===== src/rtl/lad_pkg.sv =====
`default_nettype none

package lad_pkg;

    localparam int TABLE_DEPTH = 65536;
    localparam int ADDR_W      = $clog2(TABLE_DEPTH);
    localparam int DATA_W      = 32;
    localparam int BYTE_W      = 8;

    // Signed mode shifts both int8 bytes by 128: index ^ 0x8080 (= +32896).
    localparam logic [ADDR_W-1:0] SIGNED_INDEX_OFFSET = ADDR_W'(32896);

    typedef enum logic {
        CMD_TABLE_WRITE = 1'b0,
        CMD_ACCUMULATE  = 1'b1
    } cmd_t;

    typedef logic [ADDR_W-1:0]        addr_t;
    typedef logic signed [DATA_W-1:0] word_t;

    // Control of the lookup stage, handed to the accumulator.
    typedef struct packed {
        logic valid;
        logic last;
    } lookup_ctrl_t;

endpackage

`default_nettype wire


===== src/rtl/lad_accum.sv =====
`default_nettype none

module lad_accum (
    input  wire                       aclk,
    input  wire                       aresetn,
    input  wire  lad_pkg::lookup_ctrl_t ctrl,
    input  wire  lad_pkg::word_t      product,
    output logic                      stall,
    output logic                      m_valid,
    input  wire                       m_ready,
    output lad_pkg::word_t            m_dot_sum
);
    import lad_pkg::*;

    word_t sum_reg,     sum_next;
    word_t out_sum_reg;
    logic  out_valid_reg, out_valid_next;
    word_t total;
    logic  advance;

    assign total   = sum_reg + product;
    // A finishing pair needs the output register free or being drained.
    assign stall   = ctrl.valid && ctrl.last && out_valid_reg && !m_ready;
    assign advance = ctrl.valid && !stall;

    always_comb begin
        sum_next       = sum_reg;
        out_valid_next = out_valid_reg && !m_ready;
        if (advance) begin
            if (ctrl.last) begin
                sum_next       = '0;
                out_valid_next = 1'b1;
            end else begin
                sum_next = total;
            end
        end
    end

    always_ff @(posedge aclk) begin
        if (!aresetn) begin
            sum_reg       <= '0;
            out_valid_reg <= 1'b0;
        end else begin
            sum_reg       <= sum_next;
            out_valid_reg <= out_valid_next;
        end
    end

    always_ff @(posedge aclk) begin
        if (advance && ctrl.last) begin
            out_sum_reg <= total;
        end
    end

    assign m_valid   = out_valid_reg;
    assign m_dot_sum = out_sum_reg;

endmodule

`default_nettype wire


===== config.mk =====
export PLATFORM = sky130hd
export DESIGN_NAME = lad_accum
export DESIGN_NICKNAME = d
export VERILOG_FILES = /design/src/rtl/lad_pkg.sv /design/src/rtl/lad_accum.sv
export SDC_FILE = /design/constraint.sdc
export NUM_CORES = 1
export LEC_CHECK = 0
export BUFFER_PORTS_ARGS = -buffer_cell sky130_fd_sc_hd__buf_2
export CAP_MARGIN = 10
export CORE_ASPECT_RATIO = 0.6
export CORE_UTILIZATION = 25
export DETAILED_ROUTE_END_ITERATION = 10
export GPL_ROUTABILITY_DRIVEN = 0
export PLACE_DENSITY = 0.5
export SYNTH_ARGS = -nofsm -noshare
export SYNTH_HDL_FRONTEND = slang
export SYNTH_SLANG_ARGS = --single-unit

===== constraint.sdc =====
create_clock -name aclk -period 4 [get_ports aclk]
set_input_delay 1.2 -clock aclk [delete_from_list [all_inputs] [get_ports aclk]]
set_output_delay 1.2 -clock aclk [all_outputs]
set_load 0.1 [all_outputs]

==> results of run 1 <==
[worst paths after layout]
check / start / slack (ns) / end / depth (start not counted)
setup / recovery: product[0] / 0.46 / m_dot_sum[28] / 11
hold / removal: sum_reg[0] / 0.47 / sum_reg[0] / 2
setup reg to reg: sum_reg[0] / 1.13 / m_dot_sum[28] / 10
hold reg to reg: sum_reg[0] / 0.47 / sum_reg[0] / 2
[stage by stage]
stage	hold WS [ns]	std cells
global placement	0.4447	648
floorplan	0.4292	394
detailed placement	0.4577	648
finish	0.4735	664
global route	0.4875	664
CTS	0.4697	664
[area by class of cell]
type,count,area share (%)
multi-input combinational,305,45.33
sequential,65,34.36
timing repair buffer,73,7.900
tap,198,5.249
clock buffer,10,4.852
clock inverter,6,1.750
inverter,7,0.5567
[cells by family (layout without fill, tap and decap cells)]
kind of cell | after synthesis | count (layout)
compound gates | 126 | 126
simple gates | 119 | 119
flops | 65 | 65
fa+ha+maj | 32 | 32
xor+xnor | 27 | 27
buf+inv | 24 | 96
mux | 1 | 1
[report_power, final]
| part | switching, mW | internal, mW |
|---|---|---|
| clock network | 0.291 | 0.542 |
| logic | 0.398 | 0.155 |
| registers | 0.0213 | 0.765 |
[tightest hold or removal path, cell delays in order (launching register included)]
cell and delay, ns:
dfxtp_1 0.31, nand2_1 0.05, a21boi_0 0.06
[layer usage]
metal | global-route usage (%) | vias to the layer above
met5 | 0 | -
met4 | 3.266 | 0
met3 | 4.206 | 9
met2 | 16.54 | 79
met1 | 21.91 | 1473
li1 | - | 1597
[layout by cell type (no fill, tap or decap), types with 5 or more instances in the layout]
| cell | netlist | final |
|---|---|---|
| buf_2 | 6 | 70 |
| dfxtp_1 | 33 | 33 |
| nand2_1 | 32 | 32 |
| edfxtp_1 | 32 | 32 |
| ha_1 | 31 | 31 |
| a21oi_1 | 27 | 27 |
| nor2_1 | 25 | 24 |
| nor2b_1 | 17 | 17 |
| o21ai_0 | 16 | 16 |
| a22o_1 | 16 | 16 |
| xnor2_1 | 14 | 14 |
| xor2_1 | 13 | 13 |
| a21o_1 | 11 | 11 |
| a22oi_1 | 11 | 11 |
| nand3_1 | 10 | 10 |
| clkbuf_16 | 0 | 9 |
| o21ai_1 | 8 | 8 |
| inv_1 | 7 | 7 |
| and2_1 | 7 | 7 |
| nor3_1 | 6 | 6 |
| nand4_1 | 5 | 5 |
| a31oi_1 | 5 | 5 |
| o21bai_1 | 5 | 5 |
==> results.tsv, run 1 <==
stage	metric	value	unit
run_status	status	complete, no violations	
setup_path	CP max stage cell	fa_1	
timing	final hold violations	0	
detailed_routing	# DRC	0	
setup_path	crit end category	flop	
clock_network	htree depth	3	
detailed_routing	highest routed layer	met4	
synth	syn_area_per_cell	9.810	um^2
placement	DP Wirelength	7.624	mm
detailed_routing	Met3 Wirelength	560	um
timing	RSZ-0062 raised after global routing	false	
cells_and_area	Area growth syn-to-layout	22.11	%
global_route	first-pass GRT wire length	16.37	mm
clock_network	Clk Latency, worst-skew pair	0.34	ns
detailed_routing	post-DR wirelength/cell	15.58	um
synth	ys async rst share	0	%
synth	count of flip-flops with a built-in enable after synthesis	32	
timing	FMAX	282.7	MHz
setup_path	Worst EP required	4.07	ns
floorplanning	Die Y	98.31	um
detailed_routing	DR vias/cell	4.756	
clock_network	CTS sink count	65	
clock_network	post-CTS setup buffer count	0	
setup_path	CP Max Fanout	6	
synth	prevailing post-synth register cell	dfxtp_1	
synth	commonest cells in the netlist	33 x dfxtp_1, 32 x edfxtp_1, 32 x nand2_1	
setup_path	CP Cell Sequence	buf_2 -> ha_1 -> fa_1 -> a21oi_1 -> o21ai_1 -> a31oi_1 -> a21oi_2 -> o21ai_2 -> o21ai_0 -> a211oi_1 -> nor2_1	
power	Power Dens Cells	460.2	mW/mm^2
synth	top cell type by total area after synthesis	edfxtp_1	
detailed_routing	via count	3158	
synth	xor/xnor share of the synthesized area	6.118	%
setup_path	WS Path Type	in -> reg	
clock_network	cts repair resizes	0	
placement	Placed Area	0.004408	mm^2
clock_network	CTS tree	yes	
synth	Post-Synthesis Cells	394	
cells_and_area	n_diodes	0	
power	power after layout	2.172	mW
clock_network	Max Buffers Root-to-Sink	2	
synth	Compound-Gate Fraction of Synth Area	22.76	%
timing	fin crit period	3.538	ns
timing	Worst Clk Skew	0.008331	ns
placement	I/O Buffers	70	
synth	post-synthesis sequential area ratio	41.96	%
floorplanning	Initial Utilization	26.11	%
synth	post-synthesis mux area share	0.3885	%
cells_and_area	post-route cell area	0.004720	mm^2
power	largest vdd supply drop	0.0001836	V
hold_path	Hold/Removal Path Class	reg -> reg	
cells_and_area	multi-input logic area	0.002140	mm^2
global_route	GR Util All Layers	13.59	%
setup_path	crit path buf inv count	1	
setup_path	delay-heaviest family, CP	compound AO/OA/AOI/OAI gates	
floorplanning	DIE AREA	0.01598	mm^2
timing	measured slew at the worst slew-check pin	0.8618	ns
global_route	largest net degree at the start of global routing	33	
synth	most frequent cell after synthesis	dfxtp_1	
timing	Final WS setup	0.4623	ns
clock_network	number of buffers created by CTS	9	
global_route	number of global-route vias before repair	2948	
cells_and_area	Reg area	0.001622	mm^2
synth	Syn. warnings	0	
synth	Synth Net Count	463	
floorplanning	num ports	71	
timing	fin. max-slew vios	0	
global_route	initial antenna violation count	0	
cells_and_area	post-layout util	31.88	%
clock_network	root buf cell	clkbuf_16	
synth	largest cells by area after synthesis	edfxtp_1 25%, dfxtp_1 17%, ha_1 10%	
detailed_routing	Routed WL	10.34	mm
timing	Slew headroom	42.55	%
floorplanning	Die Width	162.5	um
timing	setup TNS	0	ns
timing	fin crit share	88.44	%
floorplanning	area of the core	0.01480	mm^2
synth	simple-gate share of the synthesized area	15.47	%
detailed_routing	DR WL met2	3.721	mm
synth	largest family of logic cells by synthesized area	compound AO/OA/AOI/OAI gates	
detailed_routing	DRT iter0 DRCs	160	
cells_and_area	nets@finish	530	
setup_path	Worst path max stage delay	0.43	ns
synth	synthesized area	0.003865	mm^2
synth	Synth Register Bits	65	
detailed_routing	ANT nets after route	0	
detailed_routing	TritonRoute pass-1 iters	4	
detailed_routing	met1 WL	5.964	mm
clock_network	CTS clock-pin slew for the worst setup and hold paths	0.06	ns
run	max-cap violations	0	
timing	Setup violations, final	0	
setup_path	CP Launch Type	input pin	
setup_path	Arr. time, crit path	3.61	ns
synth	Yosys top cell area share	24.86	%
power	Lkg Pwr	1.989	nW
cells_and_area	share of layout cells above drive strength 1	22.10	%
global_route	total grt overflow	0	
floorplanning	Site Rows	34	
synth	Distinct cells, synth	52	
clock_network	CTS hold repair buffers	0	
synth	Synth Area in Adders	10.55	%
cells_and_area	Fillers	1554	
placement	Post-Place Worst Slack	0.1863	ns
(Power assumes the default switching activity.)
==> run 2, diff against run 1 <==
PLACE_DENSITY = 0.45   (was 0.5)
==> results.tsv, run 2 (synthesized netlist as in run 1, its figures left out) <==
stage	metric	value	unit
run_status	status	complete, no violations	
global_route	GR Util All Layers	13.64	%
setup_path	Arr. time, crit path	3.60	ns
floorplanning	Initial Utilization	26.11	%
floorplanning	num ports	71	
setup_path	R2R Setup Slk	1.14	ns
setup_path	reg-to-reg startpoint	sum_reg[0]	
setup_path	Worst EP required	4.08	ns
cells_and_area	Area growth syn-to-layout	22.34	%
timing	fin. max-slew vios	0	
power	Clk pwr share	39.1	%
power	Lkg Pwr	1.992	nW
clock_network	CTS sink count	65	
clock_network	htree depth	3	
power	Power Dens Cells	465.3	mW/mm^2
power	Switching Fraction	33.43	%
timing	Worst Clk Skew	0.007140	ns
clock_network	post-CTS setup buffer count	0	
cells_and_area	most common cell after layout, fill and taps aside	buf_2	
detailed_routing	Met3 Wirelength	569	um
clock_network	Max Buffers Root-to-Sink	2	
setup_path	CP Max Fanout	6	
clock_network	CTS clock-pin slew for the worst setup and hold paths	0.06	ns
cells_and_area	n_diodes	0	
placement	dpl cells	648	
timing	final hold violations	0	
floorplanning	DIE AREA	0.01598	mm^2
setup_path	reg2reg path depth	10	
timing	Setup violations, final	0	
run	max-cap violations	0	
floorplanning	Die Y	98.31	um
detailed_routing	via count	3122	
global_route	largest net degree at the start of global routing	33	
clock_network	CTS hold repair buffers	0	
global_route	first-pass GRT wire length	16.51	mm
clock_network	root buf cell	clkbuf_16	
timing	fin crit share	87.99	%
clock_network	number of buffers created by CTS	9	
setup_path	Critical Path Start	product[0]	
power	Sw Pwr	0.7353	mW
global_route	number of global-route vias before repair	2947	
detailed_routing	met1 WL	6.238	mm
cells_and_area	post-route insts no fill	664	
timing	Slew headroom	43.21	%
cells_and_area	nets@finish	530	
clock_network	CTS tree	yes	
hold_path	Hold/Removal Path Class	reg -> reg	
setup_path	Setup crit end	m_dot_sum[28]	
cells_and_area	post-layout util	31.94	%
power	largest vdd supply drop	0.0002477	V
detailed_routing	ANT nets after route	0	
detailed_routing	DR vias/cell	4.702	
timing	FMAX	284.1	MHz
timing	RSZ-0062 raised after global routing	false	
cells_and_area	most frequent cells in the layout	70 x buf_2, 33 x dfxtp_1, 32 x nand2_1, 32 x edfxtp_1, 31 x ha_1	
placement	DP Wirelength	7.725	mm
detailed_routing	DRT iter0 DRCs	178	
detailed_routing	DR WL met2	3.605	mm
timing	measured slew at the worst slew-check pin	0.8519	ns
cells_and_area	share of layout cells above drive strength 1	22.32	%
floorplanning	Die Width	162.5	um
detailed_routing	Routed WL	10.53	mm
global_route	initial antenna violation count	0	
timing	fin crit period	3.520	ns
floorplanning	Site Rows	34	
placement	Placed Area	0.004408	mm^2
setup_path	reg2reg end	m_dot_sum[28]	
detailed_routing	post-DR wirelength/cell	15.86	um
cells_and_area	post-route cell area	0.004728	mm^2
detailed_routing	# DRC	0	
floorplanning	area of the core	0.01480	mm^2
detailed_routing	highest routed layer	met4	
cells_and_area	Fillers	1575	
power	cell-internal power	1.465	mW
detailed_routing	TritonRoute pass-1 iters	4	
clock_network	cts repair resizes	0	
power	sequential share of power	35.7	%
setup_path	WS Path Type	in -> reg	
timing	setup TNS	0	ns
setup_path	CP Launch Type	input pin	
setup_path	crit end category	flop	
clock_network	Clk Latency, worst-skew pair	0.34	ns
global_route	total grt overflow	0	
power	Comb pwr share	25.2	%
placement	I/O Buffers	70	
==> run 2: routing by layer <==
layer,up-vias,track usage (%)
li1,1591,-
met1,1442,22.63
met4,0,4.136
met2,79,15.94
met5,-,0
met3,10,3.526
==> run 2: per-stage QoR <==
step / hold slack [ns] / setup slack [ns] / total power, mW
global route: 0.4959 / 0.2695 / 2.300
CTS: 0.4732 / 0.5434 / 2.223
floorplan: 0.4292 / 0.1750 / 1.231
global placement: 0.4461 / 0.2750 / 1.349
finish: 0.4654 / 0.4804 / 2.200
detailed placement: 0.4601 / 0.1885 / 1.349
==> run 2: how the worst min path moves through the flow <==
stage / endpoint / startpoint / depth (start not counted) / slack [ns]
2_1_floorplan: sum_reg[28] / sum_reg[28] / 2 / 0.43
3_3_place_gp: sum_reg[28] / sum_reg[28] / 2 / 0.45
3_5_place_dp: sum_reg[28] / sum_reg[28] / 2 / 0.46
4_1_cts: sum_reg[28] / sum_reg[28] / 2 / 0.47
5_1_grt: sum_reg[2] / sum_reg[2] / 2 / 0.50
6_report: sum_reg[28] / sum_reg[28] / 2 / 0.47
==> run 2: area by class of cell <==
class | instances | area, um^2 | share of cell area, %
multi-input combinational | 305 | 2140 | 45.25
sequential | 65 | 1622 | 34.29
timing repair buffer | 73 | 372.9 | 7.886
tap | 198 | 247.7 | 5.239
clock buffer | 9 | 225.2 | 4.763
clock inverter | 7 | 95.09 | 2.011
inverter | 7 | 26.28 | 0.5557
==> run 2: power by group through the flow <==
stage	Combinational, mW	Sequential (mW)	Clock [mW]
2_1_floorplan	0.257	0.974	0
3_3_place_gp	0.550	0.798	0
3_5_place_dp	0.551	0.798	0
4_1_cts	0.555	0.785	0.882
5_1_grt	0.596	0.791	0.913
6_report	0.555	0.785	0.860
==> run 2: worst max-delay path: stages <==
cell	delay, ns
buf_2	0.10
ha_1	0.22
fa_1	0.42
a21oi_1	0.21
o21ai_1	0.16
a31oi_1	0.30
a21oi_2	0.13
o21ai_2	0.34
o21ai_0	0.15
a211oi_1	0.30
nor2_1	0.07
==> run 3, diff against run 2 <==
ABC_CLOCK_PERIOD_IN_PS = 4000   (was not set)
CORE_MARGIN = 4   (was not set)
CORE_UTILIZATION = 35   (was 25)
PLACE_DENSITY = 0.57   (was 0.45)
==> results.tsv, run 3 (synthesized netlist as in run 1, its figures left out) <==
stage	metric	value	unit
cells_and_area	most frequent cells in the layout	70 x buf_2, 33 x dfxtp_1, 32 x nand2_1, 32 x edfxtp_1, 31 x ha_1	
floorplanning	DIE AREA	0.01284	mm^2
power	Lkg Pwr	1.971	nW
run	max-cap violations	0	
timing	fin. max-slew vios	0	
detailed_routing	post-DR wirelength/cell	16.29	um
global_route	first-pass GRT wire length	15.54	mm
global_route	initial antenna violation count	0	
timing	Worst Clk Skew	0.009307	ns
setup_path	WS Path Type	in -> reg	
timing	RSZ-0062 raised after global routing	false	
global_route	largest net degree at the start of global routing	33	
floorplanning	Die Width	143.7	um
clock_network	htree depth	3	
detailed_routing	via count	3202	
timing	fin crit share	86.74	%
clock_network	CTS tree	yes	
run_status	status	complete, no violations	
setup_path	Arr. time, crit path	3.55	ns
clock_network	CTS sink count	65	
timing	Final WS setup	0.5302	ns
clock_network	CTS clock-pin slew for the worst setup and hold paths	0.06	ns
timing	Slew headroom	41.71	%
setup_path	CP Max Fanout	6	
hold_path	Hold/Removal Path Class	reg -> reg	
floorplanning	Site Rows	29	
detailed_routing	ANT nets after route	0	
detailed_routing	Routed WL	9.871	mm
floorplanning	Initial Utilization	36.23	%
timing	final hold violations	0	
floorplanning	Die Y	89.40	um
cells_and_area	share of layout cells above drive strength 1	21.67	%
cells_and_area	most common cell after layout, fill and taps aside	buf_2	
setup_path	Worst EP required	4.08	ns
timing	measured slew at the worst slew-check pin	0.8743	ns
clock_network	CTS hold repair buffers	0	
timing	Setup violations, final	0	
global_route	GR Util All Layers	15.87	%
power	Power Dens Cells	444.3	mW/mm^2
clock_network	root buf cell	clkbuf_16	
timing	setup TNS	0	ns
clock_network	Clk Latency, worst-skew pair	0.34	ns
cells_and_area	nets@finish	530	
detailed_routing	TritonRoute pass-1 iters	4	
placement	Post-Place Worst Slack	0.2414	ns
clock_network	number of buffers created by CTS	9	
placement	DP Wirelength	7.313	mm
clock_network	post-CTS setup buffer count	0	
clock_network	cts repair resizes	0	
global_route	total grt overflow	0	
power	largest vdd supply drop	0.0002485	V
setup_path	reg2reg path depth	10	
cells_and_area	Area growth syn-to-layout	19.07	%
detailed_routing	# DRC	0	
detailed_routing	DR vias/cell	5.284	
floorplanning	area of the core	0.01067	mm^2
placement	I/O Buffers	70	
setup_path	crit end category	flop	
clock_network	Max Buffers Root-to-Sink	2	
timing	fin crit period	3.470	ns
floorplanning	num ports	71	
hold_path	Worst Hold Depth	2	
setup_path	CP Launch Type	input pin	
timing	FMAX	288.2	MHz
global_route	number of global-route vias before repair	2986	
detailed_routing	DRT iter0 DRCs	223	
## run 3: changes by cell type in the layout (fill, tap and decap cells not counted)
cell        previous run  this run
clkinv_1               0         1
diode_2                0         1
clkbuf_8               0         1
clkinv_2               2         3
bufinv_16              2         0
clkbuf_1               0         2
clkinv_4               2         0
clkinvlp_4             1         0
## run 3: stage by stage
step / total power [mW] / cells / area [um^2] / util, % / hold slack [ns]
after CTS: 2.061 / 605 / 4599 / 43.12 / 0.4766
after detailed placement: 1.343 / 589 / 4334 / 40.63 / 0.4649
final: 2.045 / 606 / 4602 / 43.14 / 0.4746
after floorplan: 1.231 / 394 / 3865 / - / 0.4292
after global placement: 1.339 / 589 / 4334 / 40.63 / 0.4429
after global routing: 2.144 / 605 / 4599 / 43.12 / 0.4979
## run 3: worst max-delay path, stage by stage
cell      delay, ns
buf_2          0.10
ha_1           0.22
fa_1           0.41
a21oi_1        0.22
o21ai_1        0.13
a31oi_1        0.29
a21oi_2        0.14
o21ai_2        0.31
o21ai_0        0.14
a211oi_1       0.32
nor2_1         0.08
## run 3: worst paths after layout
check | from | end | slack, ns
min | sum_reg[2] | sum_reg[2] | 0.47
max | product[0] | m_dot_sum[28] | 0.53
max reg2reg | sum_reg[0] | m_dot_sum[28] | 1.20
min reg2reg | sum_reg[2] | sum_reg[2] | 0.47
## run 3: layout make-up
| type | count | area (um^2) |
|---|---|---|
| multi-input cells | 305 | 2140 |
| clock buffers | 12 | 246.5 |
| diodes | 1 | 2.502 |
| fillers | 1033 | 6066 |
| inverters | 7 | 26.28 |
| flip-flops and latches | 65 | 1622 |
| clock inverters | 4 | 18.77 |
| repair buffers | 73 | 372.9 |
| well taps | 139 | 173.9 |
## run 3: per-layer routing
metal / up-vias / track usage (%) / wire, um
met5: - / 0 / 0
li1: 1591 / - / -
met1: 1507 / 24.46 / 5590
met2: 94 / 20.69 / 3594
met3: 10 / 4.757 / 578
met4: 0 / 4.957 / 107
## run 3: where the power goes
group	leakage (nW)	switching [mW]	total (mW)	internal (mW)
logic	1.27	0.394	0.549	0.155
registers	0.569	0.0203	0.785	0.765
clock network	0.134	0.280	0.710	0.431
total	1.97	0.694	2.04	1.35
